--- config.mk ---
export PLATFORM = sky130hd
export DESIGN_NAME = rrv_vertex
export DESIGN_NICKNAME = d
export VERILOG_FILES = /design/src/rtl/rrv_pkg.sv /design/src/rtl/rrv_vertex.sv
export VERILOG_INCLUDE_DIRS = /design/src /design/src/rtl
export SDC_FILE = /design/constraint.sdc
export NUM_CORES = 1
export LEC_CHECK = 0
export BUFFER_PORTS_ARGS = -buffer_cell sky130_fd_sc_hd__buf_2
export CAP_MARGIN = 0
export CORE_MARGIN = 2
export CORE_UTILIZATION = 60
export DETAILED_ROUTE_END_ITERATION = 12
export HOLD_SLACK_MARGIN = 0.02
export PLACE_DENSITY = 0.91
export SLEW_MARGIN = 0
export SYNTH_ARGS = -nofsm -noshare
export SYNTH_HDL_FRONTEND = slang
export SYNTH_SLANG_ARGS = --single-unit
--- constraint.sdc ---
create_clock -name clk -period 21.8 [get_ports clk]
set_input_delay 2.18 -clock clk [delete_from_list [all_inputs] [get_ports clk]]
set_output_delay 2.18 -clock clk [all_outputs]
set_load 0.01 [all_outputs]
--- src/rtl/rotated_rect_vertices_unit_assert.svh ---
// ----------------------------------------------------------------------------
// Assertion macros for the rotated rectangle vertex unit.
// Each macro takes a label, the clock, the active-low reset, an antecedent
// and a consequent. They expand to nothing in synthesis.
// ----------------------------------------------------------------------------
`ifndef ROTATED_RECT_VERTICES_UNIT_ASSERT_SVH
`define ROTATED_RECT_VERTICES_UNIT_ASSERT_SVH
`ifndef SYNTHESIS
`define RRV_ASSERT_IMP(lbl, clk, rst_n, ante, cons) \
    lbl: assert property (@(posedge clk) disable iff (!rst_n) (ante) |-> (cons)) \
        else $error("rrv assertion failed");
`define RRV_ASSERT_NXT(lbl, clk, rst_n, ante, cons) \
    lbl: assert property (@(posedge clk) disable iff (!rst_n) (ante) |=> (cons)) \
        else $error("rrv assertion failed");
`else
`define RRV_ASSERT_IMP(lbl, clk, rst_n, ante, cons)
`define RRV_ASSERT_NXT(lbl, clk, rst_n, ante, cons)
`endif
`endif

--- src/rtl/rrv_pkg.sv ---
// ----------------------------------------------------------------------------
// rrv_pkg
// Types, constants and the arctangent table of the rotated rectangle unit.
// ----------------------------------------------------------------------------
`default_nettype none

package rrv_pkg;

    localparam int CORDIC_STEPS_DEF = 16;
    localparam int ATAN_LEN         = 24;

    // CORDIC gain 0.6072529350 in Q2.30.
    localparam logic signed [31:0] CORDIC_GAIN = 32'sh26DD3B6A;

    localparam logic [1:0] VTX_BOTTOM_LEFT  = 2'd0;
    localparam logic [1:0] VTX_BOTTOM_RIGHT = 2'd1;
    localparam logic [1:0] VTX_TOP_RIGHT    = 2'd2;
    localparam logic [1:0] VTX_TOP_LEFT     = 2'd3;

    typedef struct packed {
        logic signed [31:0] pos_x;
        logic signed [31:0] pos_y;
        logic [30:0]        rect_width;
        logic [30:0]        rect_height;
        logic [15:0]        turn_angle;
    } in_item_t;

    typedef struct packed {
        logic [1:0]         vertex_index;
        logic signed [31:0] vertex_x;
        logic signed [31:0] vertex_y;
        logic               last_vertex;
    } out_item_t;

    // Centre in units of 2^-17 and the full size of the rectangle.
    typedef struct packed {
        logic signed [33:0] cx;
        logic signed [33:0] cy;
        logic [30:0]        w;
        logic [30:0]        h;
    } geom_t;

    typedef struct packed {
        logic signed [31:0] x;
        logic signed [31:0] y;
        logic signed [31:0] z;
        logic [1:0]         quad;
        geom_t              geom;
    } cordic_stage_t;

    typedef struct packed {
        logic signed [31:0] c;
        logic signed [31:0] s;
        geom_t              geom;
    } trig_t;

    typedef struct packed {
        logic signed [63:0] wc;
        logic signed [63:0] ws;
        logic signed [63:0] hc;
        logic signed [63:0] hs;
        logic signed [33:0] cx;
        logic signed [33:0] cy;
    } prod_t;

    // Arctangent of 2^-idx, with 2^32 units per turn.
    function automatic logic [31:0] atan_entry(input int unsigned idx);
        logic [31:0] val;
        unique case (idx)
            0:  val = 32'h20000000;
            1:  val = 32'h12E4051E;
            2:  val = 32'h09FB385B;
            3:  val = 32'h051111D4;
            4:  val = 32'h028B0D43;
            5:  val = 32'h0145D7E1;
            6:  val = 32'h00A2F61E;
            7:  val = 32'h00517C55;
            8:  val = 32'h0028BE53;
            9:  val = 32'h00145F2F;
            10: val = 32'h000A2F98;
            11: val = 32'h000517CC;
            12: val = 32'h00028BE6;
            13: val = 32'h000145F3;
            14: val = 32'h0000A2FA;
            15: val = 32'h0000517D;
            16: val = 32'h000028BE;
            17: val = 32'h0000145F;
            18: val = 32'h00000A30;
            19: val = 32'h00000518;
            20: val = 32'h0000028C;
            21: val = 32'h00000146;
            22: val = 32'h000000A3;
            23: val = 32'h00000051;
            default: val = 32'h00000000;
        endcase
        return val;
    endfunction

endpackage

`default_nettype wire

--- src/rtl/rrv_vertex.sv ---
// ----------------------------------------------------------------------------
// rrv_vertex
// Holds one rectangle's products and walks its four corners, one a cycle when
// the output is not stalled: a rotation stage with rounding, then centre add,
// rounding and saturation into the output register.
// ----------------------------------------------------------------------------
`default_nettype none
`include "rotated_rect_vertices_unit_assert.svh"

module rrv_vertex (
    input  wire logic           clk,
    input  wire logic           rst_n,
    input  wire logic           prod_valid,
    output logic                prod_ready,
    input  wire rrv_pkg::prod_t prod,
    output logic                out_valid,
    input  wire logic           out_ready,
    output rrv_pkg::out_item_t  out_item
);

    typedef struct packed {
        logic [1:0]         idx;
        logic               last;
        logic signed [35:0] rx;
        logic signed [35:0] ry;
        logic signed [33:0] cx;
        logic signed [33:0] cy;
    } rot_t;

    localparam logic signed [65:0] ROUND_HALF = 66'sd536870912;

    rrv_pkg::prod_t     hold_reg;
    logic               hold_vld_reg;
    logic [1:0]         k_reg;
    rot_t               rot_reg;
    rot_t               rot_next;
    logic               rot_vld_reg;
    rrv_pkg::out_item_t out_reg;
    rrv_pkg::out_item_t out_next;
    logic               out_vld_reg;

    logic               adv_out;
    logic               adv_rot;
    logic               step;
    logic               sx_neg;
    logic               sy_neg;
    logic signed [65:0] wc_e;
    logic signed [65:0] ws_e;
    logic signed [65:0] hc_e;
    logic signed [65:0] hs_e;
    logic signed [65:0] rx_sum;
    logic signed [65:0] ry_sum;
    logic signed [37:0] vx_sum;
    logic signed [37:0] vy_sum;
    logic [36:0]        vx;
    logic [36:0]        vy;

    assign adv_out    = !out_vld_reg || out_ready;
    assign adv_rot    = !rot_vld_reg || adv_out;
    assign step       = hold_vld_reg && adv_rot;
    assign prod_ready = !hold_vld_reg || (adv_rot && (k_reg == rrv_pkg::VTX_TOP_LEFT));

    always_ff @(posedge clk or negedge rst_n)
    begin
        if (!rst_n)
        begin
            hold_vld_reg <= 1'b0;
            k_reg        <= rrv_pkg::VTX_BOTTOM_LEFT;
        end
        else
        begin
            if (prod_ready)
            begin
                hold_vld_reg <= prod_valid;
            end
            if (step)
            begin
                k_reg <= k_reg + 2'd1;
            end
        end
    end

    always_ff @(posedge clk)
    begin
        if (prod_ready && prod_valid)
        begin
            hold_reg <= prod;
        end
    end

    // Left corners take -width, bottom corners take -height.
    always_comb
    begin
        sx_neg = (k_reg == rrv_pkg::VTX_BOTTOM_LEFT) || (k_reg == rrv_pkg::VTX_TOP_LEFT);
        sy_neg = (k_reg == rrv_pkg::VTX_BOTTOM_LEFT) || (k_reg == rrv_pkg::VTX_BOTTOM_RIGHT);
        wc_e   = 66'(hold_reg.wc);
        ws_e   = 66'(hold_reg.ws);
        hc_e   = 66'(hold_reg.hc);
        hs_e   = 66'(hold_reg.hs);
        rx_sum = (sx_neg ? -wc_e : wc_e) + (sy_neg ? hs_e : -hs_e) + ROUND_HALF;
        ry_sum = (sx_neg ? -ws_e : ws_e) + (sy_neg ? -hc_e : hc_e) + ROUND_HALF;
        rot_next.idx  = k_reg;
        rot_next.last = (k_reg == rrv_pkg::VTX_TOP_LEFT);
        rot_next.rx   = $signed(rx_sum[65:30]);
        rot_next.ry   = $signed(ry_sum[65:30]);
        rot_next.cx   = hold_reg.cx;
        rot_next.cy   = hold_reg.cy;
    end

    always_ff @(posedge clk or negedge rst_n)
    begin
        if (!rst_n)
        begin
            rot_vld_reg <= 1'b0;
        end
        else if (adv_rot)
        begin
            rot_vld_reg <= hold_vld_reg;
        end
    end

    always_ff @(posedge clk)
    begin
        if (step)
        begin
            rot_reg <= rot_next;
        end
    end

    // Round half up to Q16.16; saturate when the top bits disagree.
    always_comb
    begin
        vx_sum = 38'(rot_reg.cx) + 38'(rot_reg.rx) + 38'sd1;
        vy_sum = 38'(rot_reg.cy) + 38'(rot_reg.ry) + 38'sd1;
        vx     = vx_sum[37:1];
        vy     = vy_sum[37:1];
        out_next.vertex_index = rot_reg.idx;
        out_next.last_vertex  = rot_reg.last;
        if ((vx[36:31] == 6'h00) || (vx[36:31] == 6'h3F))
        begin
            out_next.vertex_x = $signed(vx[31:0]);
        end
        else
        begin
            out_next.vertex_x = vx[36] ? 32'sh80000000 : 32'sh7FFFFFFF;
        end
        if ((vy[36:31] == 6'h00) || (vy[36:31] == 6'h3F))
        begin
            out_next.vertex_y = $signed(vy[31:0]);
        end
        else
        begin
            out_next.vertex_y = vy[36] ? 32'sh80000000 : 32'sh7FFFFFFF;
        end
    end

    always_ff @(posedge clk or negedge rst_n)
    begin
        if (!rst_n)
        begin
            out_vld_reg <= 1'b0;
        end
        else if (adv_out)
        begin
            out_vld_reg <= rot_vld_reg;
        end
    end

    always_ff @(posedge clk)
    begin
        if (adv_out && rot_vld_reg)
        begin
            out_reg <= out_next;
        end
    end

    assign out_valid = out_vld_reg;
    assign out_item  = out_reg;

    `RRV_ASSERT_IMP(a_last_is_top_left, clk, rst_n, out_vld_reg && out_reg.last_vertex, out_reg.vertex_index == rrv_pkg::VTX_TOP_LEFT)
    `RRV_ASSERT_IMP(a_walk_needs_item, clk, rst_n, k_reg != rrv_pkg::VTX_BOTTOM_LEFT, hold_vld_reg)
    `RRV_ASSERT_IMP(a_take_only_at_end, clk, rst_n, hold_vld_reg && prod_ready, k_reg == rrv_pkg::VTX_TOP_LEFT)
    `RRV_ASSERT_NXT(a_walk_steps_once, clk, rst_n, step && (k_reg != rrv_pkg::VTX_TOP_LEFT), hold_vld_reg && (k_reg == $past(k_reg) + 2'd1))

endmodule

`default_nettype wire

==> qor.txt <==
======================================================================================================
Run status                                                                                complete, no violations
Achievable frequency                                                                         0.145 GHz
Least-Margin Pin Slew                                                                          1250 ps
Async SR Flop Fraction                                                                          0.928%
Die H                                                                                           240 um
Sort of element at the start of the critical path                                             register
Pin count of the biggest net entering global routing                                               164
Primary flip-flop cell chosen by synthesis mapping                                            edfxtp_1
Gpl congestion                                                                                   0.956
Clock transition at the register clock pins on the worst setup and hold paths after CTS          60 ps
Sum of routed wire segments on met1                                                          35,900 um
Placed wire-length estimate                                                                  65,400 um
Final period demand of the worst path                                                          6890 ps
Share of synthesized area occupied by flip-flops and latches                                     48.4%
Clock root cell                                                                              clkbuf_16
Final clock skew                                                                               15.8 ps
Number of resized instances in the post-cts repair step                                              0
Instance count on the critical path                                                                 19
DRC violations left                                                                                  0
Clk sink count                                                                                     539
Post-synthesis to final-layout area growth                                                       13.8%
H-tree depth                                                                                         2
Setup repair after global routing missed its margin                                                 no
Syn Nets                                                                                         3,705
Maxcap violations                                                                                    0
Average instance area after synthesis                                                        11.0 um^2
Number of instances in the synthesized netlist                                                   3,044
Timing endpoint of the critical path                                                      rot_reg[102]
Die ar.                                                                                    0.0576 mm^2
Endpoint of the worst-slack reg-to-reg timing path                                        rot_reg[102]
Number of I/O port buffers                                                                         396
FP Rows                                                                                             86
Hold violation total from the final report                                                           0
Crit Path Class                                                                             reg -> reg
Yosys top cell area share                                                                        48.0%
Hold-fix buffer count after cts                                                                      0
Worst setup path startpoint                                                               hold_reg[207]
Slew Viols, Final                                                                                    0
Share of cells above drive strength 1                                                            15.2%
CP Data Required Time                                                                        22,190 ps
Cell accounting for the most synthesized area                                                 edfxtp_1
DR top layer                                                                                      met5
Number of buffers inserted by post-CTS setup repair                                                  0
Number of filler cells placed in the layout                                                      3,928
# nets final                                                                                     4,095
Yosys warning count                                                                                  0
Crit path buf inv count                                                                              0
Remaining antenna violation count after routing                                                      0
Total global routing track utilization                                                           29.1%
Global route total overflow                                                                          0
Placeable core region                                                                      0.0551 mm^2
Wire length of the first global-routing pass                                                131,000 um
Top area cells in the synthesized netlist                                                 edfxtp_1 48%, ha_1 12%, a21oi_1 5.7%, xor2_1 5.3%, xnor2_1 4.8%
Family with the most delay on the worst path                                              simple AND/OR/NAND/NOR gates
DR WL met3                                                                                     6920 um
TritonCTS clock tree                                                                              done
Aggregate negative setup slack                                                                    0 ps
First-pass iteration count of the detailed router                                                    6
Endpoints failing setup                                                                              0
Clock latency on the worst-skew pair                                                            620 ps
Wire length per cell after detailed routing                                                    20.1 um
Vias after detailed routing                                                                     25,900
Flip-flop count of the largest register, all copies and words added                                260
Class of the most critical hold timing path                                                 reg -> reg
Count of distinct cell types in the synthesized netlist                                             85
Number of flops mapped to enable cells by yosys                                                    534
Post-synthesis register bit count                                                                  539
Final core occ                                                                                   69.0%
Routed via count divided by cell count                                                            6.12
Synthesized area                                                                           0.0334 mm^2
Fraction of the cycle the final worst path needs                                                 31.6%
Largest fanout of any net on the critical path                                                       8
CP peak stage delay                                                                             620 ps
Cell type of the slowest stage on the worst timing path                                         or4b_2
Number of antenna violations at the first check in global routing                                    8
Worst EP arrival                                                                               7280 ps
Cell with the most instances after synthesis                                                  edfxtp_1
Metal2 WL                                                                                    38,800 um
Leading post-synthesis cells by instance count                                            534 x edfxtp_1, 378 x a21oi_1, 331 x ha_1
First-iteration detailed-routing DRC count                                                       2,419
TritonCTS Buffers                                                                                   54
Maximum clock insertion buffer count                                                                 3
Total I/O pin count                                                                                397
CP Capture Type                                                                               register
Starting density of the core                                                                     60.6%
Max-slew headroom                                                                                16.8%
Cell-by-cell listing of the critical path                                                 or4_1, or3_1, nor3b_1, nand2_1, nor3_2, a21oi_1, xor2_1, ha_1, ha_1, a21oi_1, o21a_1, o21bai_1, a221o_1, nor3_1, o31ai_1, a31o_2, and3b_1, or4b_2, o311ai_0
Vias in the first global route                                                                  24,900
Start of the worst register-to-register path                                              hold_reg[207]
FF-to-FF path depth                                                                                 19
Width of the chip                                                                               240 um
Total wirelength of the detailed-routed design                                               85,100 um
Worst reg-to-reg setup slack                                                                 14,910 ps
======================================================================================================
[layer usage]
layer,track usage [%],up-vias
met4,11.6,10
met3,5.01,220
li1,-,12300
met1,39.7,12100
met5,0,-
met2,46.4,1271
[worst reg2reg max path, cell delays in order, from the launching register on]
cell	delay, ps
edfxtp_1	440
or4_1	590
or3_1	370
nor3b_1	460
nand2_1	260
nor3_2	540
a21oi_1	160
xor2_1	190
ha_1	300
ha_1	390
a21oi_1	170
o21a_1	180
o21bai_1	80
a221o_1	360
nor3_1	600
o31ai_1	280
a31o_2	330
and3b_1	200
or4b_2	620
o311ai_0	140
[logic make-up (layout without fill, tap and decap cells)]
family	count (synthesis)	after routing	share of synthesized area [%]
AO/OA/AOI/OAI	841	841	15.2
XOR/XNOR	384	384	10.1
buffers and inverters	167	601	1.88
flip-flops	539	539	48.4
adder cells (fa/ha/maj)	333	333	12.5
multiplexers	7	7	0.217
other	0	3	0
AND/OR/NAND/NOR	773	773	11.7
[layout by cell type, fill, tap and decap left out, drive strengths merged, types with 36 or more instances in the layout]
cell type / n
nand4: 40
nor3: 95
nor2: 209
inv: 97
a31oi: 38
xor2: 201
ha: 331
a21o: 71
nand2: 170
a21oi: 378
clkbuf: 63
edfxtp: 534
xnor2: 183
o21ai: 140
buf: 407
o31ai: 36
nand3: 41
[per-stage QoR]
stage	hold slack [ps]	instance area, um^2	instances	setup slack (ps)
after floorplan	400	33400	3044	4120
after global placement	401	36200	4126	15250
after detailed placement	405	36200	4126	15030
after global routing	423	38000	4226	14430
final	415	38000	4229	14910
after CTS	416	38000	4226	15010
[worst min-delay path by stage]
stage | start | end | depth (start not counted)
3_3_place_gp | hold_reg[60] | rot_reg[60] | 0
4_1_cts | hold_reg[12] | rot_reg[12] | 0
5_1_grt | hold_reg[49] | rot_reg[49] | 0
6_report | hold_reg[41] | rot_reg[41] | 0
3_5_place_dp | out_next[0] | out_item[0] | 0
2_1_floorplan | out_next[0] | out_item[0] | 0
[cell type report]
| cell class | count | area [um^2] | area share, % |
|---|---|---|---|
| Antenna cell | 3 | 7.51 | 0.0197 |
| Clock buffer | 63 | 1390 | 3.64 |
| Clock inverter | 37 | 423 | 1.11 |
| Inverter | 94 | 358 | 0.941 |
| Multi-Input combinational cell | 2338 | 16700 | 43.9 |
| Sequential cell | 539 | 16200 | 42.5 |
| Tap cell | 748 | 936 | 2.46 |
| Timing Repair Buffer | 407 | 2080 | 5.46 |
Power is not shown: default switching activity piles up to over one toggle a cycle in this logic, so the estimate is an artifact.
